File: src/rtl/core/assert_macros.svh
// assertion helpers for the rtl files, included by button_debounce_long_press
// define ASSERT_OFF to compile all checks away
`ifndef ASSERT_MACROS_SVH
`define ASSERT_MACROS_SVH

`ifndef ASSERT_OFF

// property checked at every clock edge outside reset
`define ASSERT_PROP(lbl, clk, rstn, prop, msg) \
  lbl: assert property (@(posedge clk) disable iff (!rstn) (prop)) else $error(msg);

// antecedent in this cycle implies consequent in the next cycle
`define ASSERT_NEXT(lbl, clk, rstn, ante, cons, msg) \
  lbl: assert property (@(posedge clk) disable iff (!rstn) (ante) |=> (cons)) else $error(msg);

`else

`define ASSERT_PROP(lbl, clk, rstn, prop, msg)
`define ASSERT_NEXT(lbl, clk, rstn, ante, cons, msg)

`endif

`endif

File: src/rtl/core/bdlp_pkg.sv
// ----------------------------------------------------------------------------
// bdlp_pkg
// Shared widths, register indexes, reset values and the pin test of the
// button debouncer with long-press detection.
// ----------------------------------------------------------------------------
`default_nettype none

package bdlp_pkg;

  // channel numbering: 0 start, 1 center, 2 up, 3 down, 4 start long, 5 center long
  localparam int unsigned NUM_CH     = 6;
  localparam int unsigned CH_W       = 3;
  localparam int unsigned TIME_W     = 32;
  localparam int unsigned HITS_W     = 8;
  localparam int unsigned MS_W       = 16;
  localparam int unsigned CFG_IDX_W  = 2;
  localparam int unsigned CFG_DATA_W = 16;

  localparam logic [CH_W-1:0] CH_LONG_BASE = 3'd4;
  localparam logic [CH_W-1:0] CH_LAST      = 3'd5;
  localparam logic [CH_W-1:0] NO_RELEASE   = 3'd6;

  // hit counts saturate at the number of samples in one read
  localparam logic [HITS_W-1:0] SAMPLES_PER_READ = 8'd8;

  // configuration register indexes
  localparam logic [CFG_IDX_W-1:0] REG_DEBOUNCE   = 2'd0;
  localparam logic [CFG_IDX_W-1:0] REG_LONG_PRESS = 2'd1;
  localparam logic [CFG_IDX_W-1:0] REG_THRESHOLD  = 2'd2;

  // configuration reset values
  localparam logic [MS_W-1:0]   DEBOUNCE_RST   = 16'd50;
  localparam logic [MS_W-1:0]   LONG_PRESS_RST = 16'd1000;
  localparam logic [HITS_W-1:0] THRESHOLD_RST  = 8'd5;

  typedef logic [HITS_W-1:0] hits_t;

  // pin reads high when its saturated count reaches the threshold
  function automatic logic pin_high(hits_t hits, hits_t thr);
    hits_t sat;
    sat = (hits > SAMPLES_PER_READ) ? SAMPLES_PER_READ : hits;
    return sat >= thr;
  endfunction

endpackage

`default_nettype wire

File: src/rtl/core/bdlp_ram.sv
// ----------------------------------------------------------------------------
// bdlp_ram
// Generic single-write, single-read memory with a registered read port.
// ----------------------------------------------------------------------------
`default_nettype none

module bdlp_ram #(
  parameter int unsigned WIDTH = 32,
  parameter int unsigned DEPTH = 6
) (
  input  wire logic                     clk_i,
  input  wire logic                     we_i,
  input  wire logic [$clog2(DEPTH)-1:0] waddr_i,
  input  wire logic [WIDTH-1:0]         wdata_i,
  input  wire logic                     re_i,
  input  wire logic [$clog2(DEPTH)-1:0] raddr_i,
  output      logic [WIDTH-1:0]         rdata_o
);

  logic [WIDTH-1:0] mem_q [DEPTH];
  logic [WIDTH-1:0] rdata_q;

  // write port
  always_ff @(posedge clk_i) begin
    if (we_i) begin
      mem_q[waddr_i] <= wdata_i;
    end
  end

  // registered read port
  always_ff @(posedge clk_i) begin
    if (re_i) begin
      rdata_q <= mem_q[raddr_i];
    end
  end

  assign rdata_o = rdata_q;

endmodule

`default_nettype wire

File: src/rtl/core/button_debounce_long_press.sv
// ----------------------------------------------------------------------------
// button_debounce_long_press
// Debouncer for four buttons with long-press detection on start and center.
// ----------------------------------------------------------------------------
// One scan transfer carries the millisecond time and the high-sample counts of
// the start, center, up and down pins; each scan yields exactly one result,
// the channel that was just released (0 start, 1 center, 2 up, 3 down,
// 4 start long, 5 center long) or 6 when nothing was released. A scan occupies
// the block from the input transfer cycle, which captures the scan and reads
// the first start time, through the evaluation of the six channels in turn to
// a flush state that hands the result to the output register; a release ends
// the scan early, and the flush waits while a stalled result holds the output
// register. The start-time memory serves one channel per cycle through its
// single read port. A new scan is taken in the cycle after the previous result
// has moved to the output register, even while that result still waits there.
// Configuration writes are taken at any time and must only be issued while no
// scan is in flight.
`default_nettype none

module button_debounce_long_press (
  input  wire logic                          clk_i,
  input  wire logic                          rst_ni,
  // configuration
  input  wire logic                          cfg_we_i,
  input  wire logic [bdlp_pkg::CFG_IDX_W-1:0]  cfg_idx_i,
  input  wire logic [bdlp_pkg::CFG_DATA_W-1:0] cfg_data_i,
  // scan input
  input  wire logic                          in_valid_i,
  output      logic                          in_stall_o,
  input  wire logic [bdlp_pkg::TIME_W-1:0]   now_ms_i,
  input  wire logic [bdlp_pkg::HITS_W-1:0]   start_hits_i,
  input  wire logic [bdlp_pkg::HITS_W-1:0]   center_hits_i,
  input  wire logic [bdlp_pkg::HITS_W-1:0]   up_hits_i,
  input  wire logic [bdlp_pkg::HITS_W-1:0]   down_hits_i,
  // result output
  output      logic                          out_valid_o,
  input  wire logic                          out_stall_i,
  output      logic [bdlp_pkg::CH_W-1:0]     released_channel_o
);

  import bdlp_pkg::*;

  `include "assert_macros.svh"

  localparam logic [1:0] S_IDLE  = 2'd0;
  localparam logic [1:0] S_EVAL  = 2'd1;
  localparam logic [1:0] S_FLUSH = 2'd2;

  logic [1:0]        state_q, state_d;
  logic [CH_W-1:0]   ch_q, ch_d;
  logic [TIME_W-1:0] now_q;
  logic [3:0]        pins_q;
  logic [NUM_CH-1:0] armed_q, armed_d;
  logic [NUM_CH-1:0] held_q, held_d;
  logic [CH_W-1:0]   pend_q, pend_d;
  logic              out_valid_q, out_valid_d;
  logic [CH_W-1:0]   res_q;

  logic [MS_W-1:0]   debounce_q;
  logic [MS_W-1:0]   long_press_q;
  logic [HITS_W-1:0] threshold_q;

  logic              in_xfer;
  logic              eval;
  logic              ch_long;
  logic [CH_W-1:0]   twin;
  logic              high;
  logic              armed;
  logic [TIME_W-1:0] elapsed;
  logic [TIME_W-1:0] limit;
  logic              timed;
  logic              release_hit;
  logic              last_ch;
  logic              finish;
  logic              flush_load;

  logic              ram_we;
  logic              ram_re;
  logic [CH_W-1:0]   ram_raddr;
  logic [TIME_W-1:0] ram_rdata;

  // configuration registers
  always_ff @(posedge clk_i or negedge rst_ni) begin
    if (!rst_ni) begin
      debounce_q   <= DEBOUNCE_RST;
      long_press_q <= LONG_PRESS_RST;
      threshold_q  <= THRESHOLD_RST;
    end else if (cfg_we_i) begin
      case (cfg_idx_i)
        REG_DEBOUNCE:   debounce_q   <= cfg_data_i[MS_W-1:0];
        REG_LONG_PRESS: long_press_q <= cfg_data_i[MS_W-1:0];
        REG_THRESHOLD:  threshold_q  <= cfg_data_i[HITS_W-1:0];
        default: ;
      endcase
    end
  end

  assign in_stall_o = (state_q != S_IDLE);
  assign in_xfer    = in_valid_i && !in_stall_o;
  assign eval       = (state_q == S_EVAL);

  // channel evaluation; long channels 4 and 5 share pins 0 and 1, so the
  // low two bits of the channel pick the pin for every channel
  assign ch_long     = (ch_q >= CH_LONG_BASE);
  assign twin        = {1'b0, ch_q[1:0]};
  assign high        = pins_q[ch_q[1:0]];
  assign armed       = armed_q[ch_q];
  assign elapsed     = now_q - ram_rdata;
  assign limit       = {{(TIME_W-MS_W){1'b0}}, (ch_long ? long_press_q : debounce_q)};
  assign timed       = high && armed && (elapsed > limit);
  assign release_hit = !timed && held_q[ch_q];
  assign last_ch     = (ch_q == CH_LAST);
  assign finish      = eval && (release_hit || last_ch);
  assign flush_load  = (state_q == S_FLUSH) && !(out_valid_q && out_stall_i);

  // start-time memory access: read one channel ahead, arm on first high scan
  assign ram_we    = eval && high && !armed;
  assign ram_re    = in_xfer || (eval && !finish);
  assign ram_raddr = in_xfer ? '0 : ch_q + 3'd1;

  bdlp_ram #(
    .WIDTH (TIME_W),
    .DEPTH (NUM_CH)
  ) u_start_ram (
    .clk_i   (clk_i),
    .we_i    (ram_we),
    .waddr_i (ch_q),
    .wdata_i (now_q),
    .re_i    (ram_re),
    .raddr_i (ram_raddr),
    .rdata_o (ram_rdata)
  );

  // armed and held flags, result selection
  always_comb begin
    armed_d = armed_q;
    held_d  = held_q;
    pend_d  = pend_q;
    if (eval) begin
      if (!high) begin
        armed_d[ch_q] = 1'b0;
      end else if (!armed) begin
        armed_d[ch_q] = 1'b1;
      end
      if (timed) begin
        held_d[ch_q] = 1'b1;
        if (ch_long) begin
          held_d[twin]  = 1'b0;
          armed_d[twin] = 1'b0;
        end
      end else if (held_q[ch_q]) begin
        held_d[ch_q]  = 1'b0;
        armed_d[ch_q] = 1'b0;
      end
      if (finish) begin
        pend_d = release_hit ? ch_q : NO_RELEASE;
      end
    end
  end

  // scan sequencer
  always_comb begin
    state_d = state_q;
    ch_d    = ch_q;
    case (state_q)
      S_IDLE: begin
        if (in_xfer) begin
          state_d = S_EVAL;
          ch_d    = '0;
        end
      end
      S_EVAL: begin
        if (finish) begin
          state_d = S_FLUSH;
        end else begin
          ch_d = ch_q + 3'd1;
        end
      end
      S_FLUSH: begin
        if (flush_load) begin
          state_d = S_IDLE;
        end
      end
      default: state_d = S_IDLE;
    endcase
  end

  assign out_valid_d = flush_load || (out_valid_q && out_stall_i);

  // control registers
  always_ff @(posedge clk_i or negedge rst_ni) begin
    if (!rst_ni) begin
      state_q     <= S_IDLE;
      ch_q        <= '0;
      armed_q     <= '0;
      held_q      <= '0;
      out_valid_q <= 1'b0;
    end else begin
      state_q     <= state_d;
      ch_q        <= ch_d;
      armed_q     <= armed_d;
      held_q      <= held_d;
      out_valid_q <= out_valid_d;
    end
  end

  // scan capture and result payload
  always_ff @(posedge clk_i) begin
    if (in_xfer) begin
      now_q     <= now_ms_i;
      pins_q[0] <= pin_high(start_hits_i, threshold_q);
      pins_q[1] <= pin_high(center_hits_i, threshold_q);
      pins_q[2] <= pin_high(up_hits_i, threshold_q);
      pins_q[3] <= pin_high(down_hits_i, threshold_q);
    end
    pend_q <= pend_d;
    if (flush_load) begin
      res_q <= pend_q;
    end
  end

  assign out_valid_o        = out_valid_q;
  assign released_channel_o = res_q;

  // checks
  `ASSERT_NEXT(a_scan_starts, clk_i, rst_ni, in_xfer, (state_q == S_EVAL) && (ch_q == '0), "scan did not start at channel 0")
  `ASSERT_PROP(a_ch_range, clk_i, rst_ni, !eval || (ch_q <= CH_LAST), "channel index out of range")
  `ASSERT_PROP(a_we_in_eval, clk_i, rst_ni, !ram_we || eval, "start time written outside evaluation")
  `ASSERT_NEXT(a_flush_out, clk_i, rst_ni, flush_load, out_valid_q && (state_q == S_IDLE), "result not moved to output")
  `ASSERT_PROP(a_res_code, clk_i, rst_ni, !out_valid_q || (res_q <= NO_RELEASE), "invalid result code")

endmodule

`default_nettype wire
File: config.mk
export PLATFORM = sky130hd
export DESIGN_NAME = button_debounce_long_press
export DESIGN_NICKNAME = d
export VERILOG_FILES = /design/src/rtl/core/bdlp_pkg.sv /design/src/rtl/core/bdlp_ram.sv /design/src/rtl/core/button_debounce_long_press.sv
export VERILOG_INCLUDE_DIRS = /design/src /design/src/rtl/core
export SDC_FILE = /design/constraint.sdc
export NUM_CORES = 1
export LEC_CHECK = 0
export BUFFER_PORTS_ARGS = -buffer_cell sky130_fd_sc_hd__buf_2
export CORE_MARGIN = 10
export CORE_UTILIZATION = 50
export CTS_BUF_LIST = sky130_fd_sc_hd__clkbuf_16
export DETAILED_ROUTE_END_ITERATION = 8
export GPL_TIMING_DRIVEN = 0
export PLACE_DENSITY = 0.74
export SYNTH_ARGS = -nofsm -noshare
export SYNTH_HDL_FRONTEND = slang
export SYNTH_SLANG_ARGS = --single-unit
File: constraint.sdc
create_clock -name clk_i -period 12.4 [get_ports clk_i]
set_input_delay 3.72 -clock clk_i [delete_from_list [all_inputs] [get_ports clk_i]]
set_output_delay 3.72 -clock clk_i [all_outputs]
set_load 0.01 [all_outputs]
### Word-level counts from Yosys, hierarchy flattened

Memories as Yosys holds them, arrays and structs flattened. A register that Yosys moved wholly into a read port is not among the register bits.
Index checks and enable logic that the tools add are counted.

* mux-type cells: 34
* $lt $le $gt $ge: 15
* reductions and logical operators: 32
* $add $sub $neg: 2
* bitwise logic cells: 9
* eq/ne operators: 9

Operators by type and width (number)
* $mux 6: 9
* $ge 8x8->1: 4
* $gt 32x16->1: 1
* $gt 8x4->1 const B: 4
* $mux 8: 4
* $sub 32x32->32: 1
* $and 6x6->6: 5
* $mux 16: 1
* $logic_and 1x1->1: 12
* $or 6x6->6: 2
* $reduce_and 2->1: 5
* $mux 3: 3
* $mux 1: 7
* $bmux 1 s3: 2
* $mux 2: 3
* $ne 2x2->1 const B: 3
* $not 4->6: 1
* $not 6->6: 1
* $pmux 2 s3: 1
* $pmux 3 s2: 1
* $reduce_and 3->1: 2
* $reduce_bool 2->1: 3
* $logic_not 1->1: 5
* $eq 2x1->1 const B: 2
* 15 further kinds: 19

* memories: 1
* output and inout port bits: 5
* memory bits (writable): 192
* logic and storage cells: 114
* input bits: 87
* bits in registers: 100

Memories
* u_start_ram.mem_q: depth 6, bits a word 32, read ports 1, clocked after Yosys merged registers in 1, wr ports 1, RTL line bdlp_ram.sv:20 `logic [WIDTH-1:0] mem_q [DEPTH];`

### Logic depth before layout (Yosys ltp)

* depth in word-level cells: 11
* mapped depth: 22
* gate-level depth less buffers: 21

### Cells and area by module

From an unflattened synthesis, not the netlist that was laid out.

* cell total of the unflattened synthesis: 1178
* area total of the unflattened synthesis: 15793.9 um^2

By module, submodules not included
* bdlp_ram: times used 1, area each 8379.3 um^2, cells each 418
* button_debounce_long_press: times used 1, area each 7414.6 um^2, cells each 760

### Least setup slack after synthesis

OpenSTA, ideal clock, no wires.

* path type: in2reg
* start: in start_hits_i[6] (netlist name)
* end: reg pins_q[0], data pin
* cell stages on the path: 14
* setup slack: 6.415 ns
* library setup time: 0.257 ns
* arrival time: 5.728 ns
* cells stage by stage: or4_1 > nor2_1 > nand2_1 > ha_1 > nand2b_1 > a21o_1 > a21oi_1 > nor2b_1 > o21ai_0 > nand2b_1 > a21oi_1 > nor2b_1 > o21ai_0 > nand2b_1

* word-level cells in the longest chain between the ends: 3

Ends and longest elaborated chain
* start: declaration: RTL line button_debounce_long_press.sv:31 `input wire logic [bdlp_pkg::HITS_W-1:0] start_hits_i,`
* $gt 8x4->1: RTL line bdlp_pkg.sv:41 `sat = (hits > SAMPLES_PER_READ) ? SAMPLES_PER_READ : hits;`
* $mux 8 (*): RTL line bdlp_pkg.sv:41
* $ge 8x8->1 (*): RTL line bdlp_pkg.sv:42 `return sat >= thr;`
* end signal: assignment: RTL line button_debounce_long_press.sv:211 `pins_q[0] <= pin_high(start_hits_i, threshold_q);`
* end: declaration: RTL line button_debounce_long_press.sv:52 `logic [3:0] pins_q;`

Every way passes the cells marked *; elsewhere a longest branch is shown, timed or not.
A chain may end at the register's enable or synchronous reset.

### Worst setup path in the final report

* start: in in_valid_i
* end: reg u_start_ram.rdata_q[21], in the netlist u_start_ram.rdata_o[21], read port of u_start_ram.mem_q, data pin

* word-level cells in the longest chain between the ends: 2
* elaborated cells on any way between the ends: 3
* those cells by class: 1 x mux; 2 x reduce/logical

Ends and longest elaborated chain
* start: declaration: RTL line button_debounce_long_press.sv:28 `input wire logic in_valid_i,`
* $logic_and 1x1->1 (*): RTL line button_debounce_long_press.sv:99 `assign in_xfer = in_valid_i && !in_stall_o;`
* via in_xfer: RTL line button_debounce_long_press.sv:63 `logic in_xfer;`
* $mux 3 or $logic_or 1x1->1 (tied branches): RTL line button_debounce_long_press.sv:119, button_debounce_long_press.sv:118
* end: declaration: RTL line bdlp_ram.sv:21 `logic [WIDTH-1:0] rdata_q;`

Mark *: on every way through the listed nets, which the timed path passes. The rest lies on a longest branch.

==> metrics.md <==
| Metric | Value |
|---|---|
| Top-count cell post-synth | `edfxtp_1` |
| Critical path buffer and inverter count | `3` |
| Top cell type's share of synthesized area | `0.517` |
| DR DRC count | `0` |
| Slowest-stage cell, CP | `nor2_1` |
| Most area-consuming cells after synthesis | `edfxtp_1, dfrtp_1, ha_1` |
| Die W | `196 um` |
| PD cells | `265 nW/um2` |
| Layout Cells excl Fill | `1805` |
| RePlAce Congestion | `0.900` |
| Hold buffers post-CTS | `0` |
| HPWL Detailed | `27.8 mm` |
| CP Capture Type | `register` |
| DRT antenna net count | `0` |
| CP Cell Sequence | `buf_2, nand2_1, inv_2, nor2_1, clkbuf_1, nand3_1, o2111ai_1, o21ai_0` |
| N_diodes | `0` |
| Synth Register Bits | `324` |
| Setup-failing EPs final | `0` |
| Root Buffer | `clkbuf_16` |
| Clock Sinks | `324` |
| H-tree Lvls | `2` |
| Tmin final | `6.37 ns` |
| Vert. Die Dim | `196 um` |
| Setup Buffers After CTS | `0` |
| Fin. max-slew vios | `0` |
| Initial antenna violation count | `0` |
| Synth-to-layout area growth | `15.0%` |
| Buffers added on ports | `91` |
| Nets | `1557` |
| Yosys warnings | `0` |
| Die area | `38300 um2` |
| FP Rows | `64` |
| Clk_lat worst skew | `0.53 ns` |
| Fillers | `2418` |
| Vias in the first global route | `10800` |
| Setup TNS | `0 ns` |
| Placed cell count | `1745` |
| Leakage power | `6.80 nW` |
| CP Launch Type | `input port` |
| Top cells by instance count after synthesis | `edfxtp_1, nand2_1, ha_1` |
| Post-synth EDFFs | `266` |
| CTS Buffer Depth | `3` |
| Number of max-cap violations | `0` |
| GRT Overall Usage | `0.196` |
| Status | `complete, no violations` |
| Largest net degree at the start of global routing | `59` |
| Layout cells sized above 1 | `0.172` |
| Number of I/O pins | `92` |
| Mean area per synthesized cell | `12.6 um2` |
| Iter 0 DRT Violations | `869` |
| Max VDD drop | `0.132 mV` |
| Async SR Flop Fraction | `0.179` |
| Via count | `10600` |
| Category of the most critical setup path | `in -> reg` |
| Seq/Total Area, Yosys | `0.612` |
| Global-route wire length before repair | `60.0 mm` |
| Overflow after GRT | `0` |
| Area leader, netlist | `edfxtp_1` |
| Vias/cell | `5.87` |
| Cell Area, Synth | `15400 um2` |
| CORE AREA | `30500 um2` |
| Final Hold Viols | `0` |
| Worst Skew | `0.0166 ns` |
| Distinct cells, synth | `76` |
| Synth Instances | `1226` |
| Class of the worst hold path | `reg -> reg` |
| Worst Path Required | `12.64 ns` |
| CTS resizes | `0` |
| CP peak stage delay | `0.80 ns` |
| Starting Density | `0.506` |
| Max Fclk | `0.157 GHz` |
| Top FF cell, synth | `edfxtp_1` |
| TritonCTS clock tree | `yes` |
| Slew Limit Headroom | `0.292` |
| Worst-path clk slew | `0.06 ns` |
| Post-Route WL | `38.5 mm` |
| Worst-Margin Slew | `1.06 ns` |
| Num CTS Buffers | `35` |
| Final Cycle Share | `0.514` |
| CP delay by family, top | `simple AND/OR/NAND/NOR gates` |
| RSZ-0062 raised after global routing | `false` |
| Pre-antenna DRT Iters | `6` |
| Routed wire per std cell | `21.3 um` |
| CP Max Fanout | `12` |
| Arr. time, crit path | `6.61 ns` |
-- cell type report --
cell class / instances / area (um2) / area share
repair buffers: 108 / 663 / 0.0373
flip-flops and latches: 324 / 9450 / 0.532
well taps: 396 / 495 / 0.0279
clock inverters: 25 / 175 / 0.00986
plain buffers: 45 / 195 / 0.0110
clock buffers: 35 / 876 / 0.0493
inverters: 59 / 221 / 0.0125
multi-input cells: 813 / 5690 / 0.320
-- power by group --
part           internal (W)  switching (W)  total (W)  leakage, nW
logic              0.000757        0.00139    0.00215         3.15
registers           0.00149       0.000108    0.00160         3.12
clock network      0.000539       0.000422   0.000961        0.532
-- per-layer routing --
metal | wire length [um] | track usage | vias to the layer above | part of all wire
met5 | 0 | 0 | - | 0
met4 | 877 | 0.0546 | 0 | 0.023
met3 | 2400 | 0.0271 | 66 | 0.062
met2 | 18600 | 0.328 | 376 | 0.48
met1 | 16600 | 0.262 | 5218 | 0.43
li1 | - | - | 4931 | -
-- worst paths after layout --
| kind | start | slack (ns) | cells past startpoint | to |
|---|---|---|---|---|
| max in group asynchronous | rst_ni | 8.63 | 1 | threshold_q[1] |
| min | pend_q[0] | 0.42 | 0 | released_channel_o[0] |
| max reg2reg | now_q[3] | 6.62 | 20 | u_start_ram.rdata_o[21] |
| max | in_valid_i | 6.03 | 8 | u_start_ram.rdata_o[21] |
| min reg2reg | pend_q[0] | 0.42 | 0 | released_channel_o[0] |
| min in group asynchronous | rst_ni | 3.26 | 1 | held_q[3] |
-- worst register-to-register path, cell delays in order (launching register included) --
cell and delay (ns):
edfxtp_1 0.50, ha_1 0.42, a21o_1 0.18, a21oi_1 0.26
a21oi_1 0.17, o21ai_0 0.31, o21ai_0 0.21, a21boi_0 0.25
xnor2_1 0.18, ha_1 0.28, nand4_1 0.16, nor3_1 0.10
a21boi_0 0.14, o31ai_1 0.46, o41ai_1 0.19, a2111oi_2 0.34
nand4_2 0.20, nor4_4 0.37, o21a_4 0.26, o21ai_4 0.24
buf_16 0.28
-- state kept, by name, indices dropped and copies added, names as in the netlist, named ones only --
name,count
u_start_ram.mem_q,192
now_q,32
u_start_ram.rdata_o,32
debounce_q,16
long_press_q,16
threshold_q,8
armed_q,6
held_q,4
pins_q,4
ch_q,3
pend_q,3
released_channel_o,3
state_q,2
out_valid_o,1
-- kinds of logic after synthesis --
kind of cell             synth area share
adder cells (fa/ha/maj)            0.0685
AO/OA/AOI/OAI                       0.118
buffers and inverters              0.0270
multiplexers                       0.0599
flip-flops                          0.612
other                            0.000243
AND/OR/NAND/NOR                     0.100
XOR/XNOR                           0.0142
-- cells in the final DEF, fill, tap and decap left out, types with 7 or more instances in the layout --
master	count
a21o_1	14
a21oi_1	53
and2_1	11
buf_2	92
buf_4	11
clkbuf_1	33
clkbuf_16	35
clkinv_1	11
conb_1	16
dfrtp_1	47
dfstp_2	11
edfxtp_1	266
ha_1	83
inv_1	62
mux2_2	42
mux2i_1	43
nand2_1	153
nand2b_1	18
nand3_1	57
nand4_1	8
nor2_1	32
nor2b_1	13
nor3_1	8
o2111ai_1	23
o211ai_1	7
o21ai_0	71
o22ai_1	43
xnor2_1	13
xor2_1	12
-- metrics by stage --
step,instance area [um2],hold WS [ns],power (W),util,setup slack [ns]
after detailed placement,16700,0.406,0.00373,0.548,5.57
after floorplan,15500,0.400,0.00305,-,6.41
after global placement,16500,0.403,0.00364,0.539,4.23
after global routing,17800,0.437,0.00501,0.582,5.99
after CTS,17800,0.420,0.00470,0.582,6.10
final,17800,0.419,0.00470,0.582,6.03
Note: power is estimated with default switching activity, not from simulation.
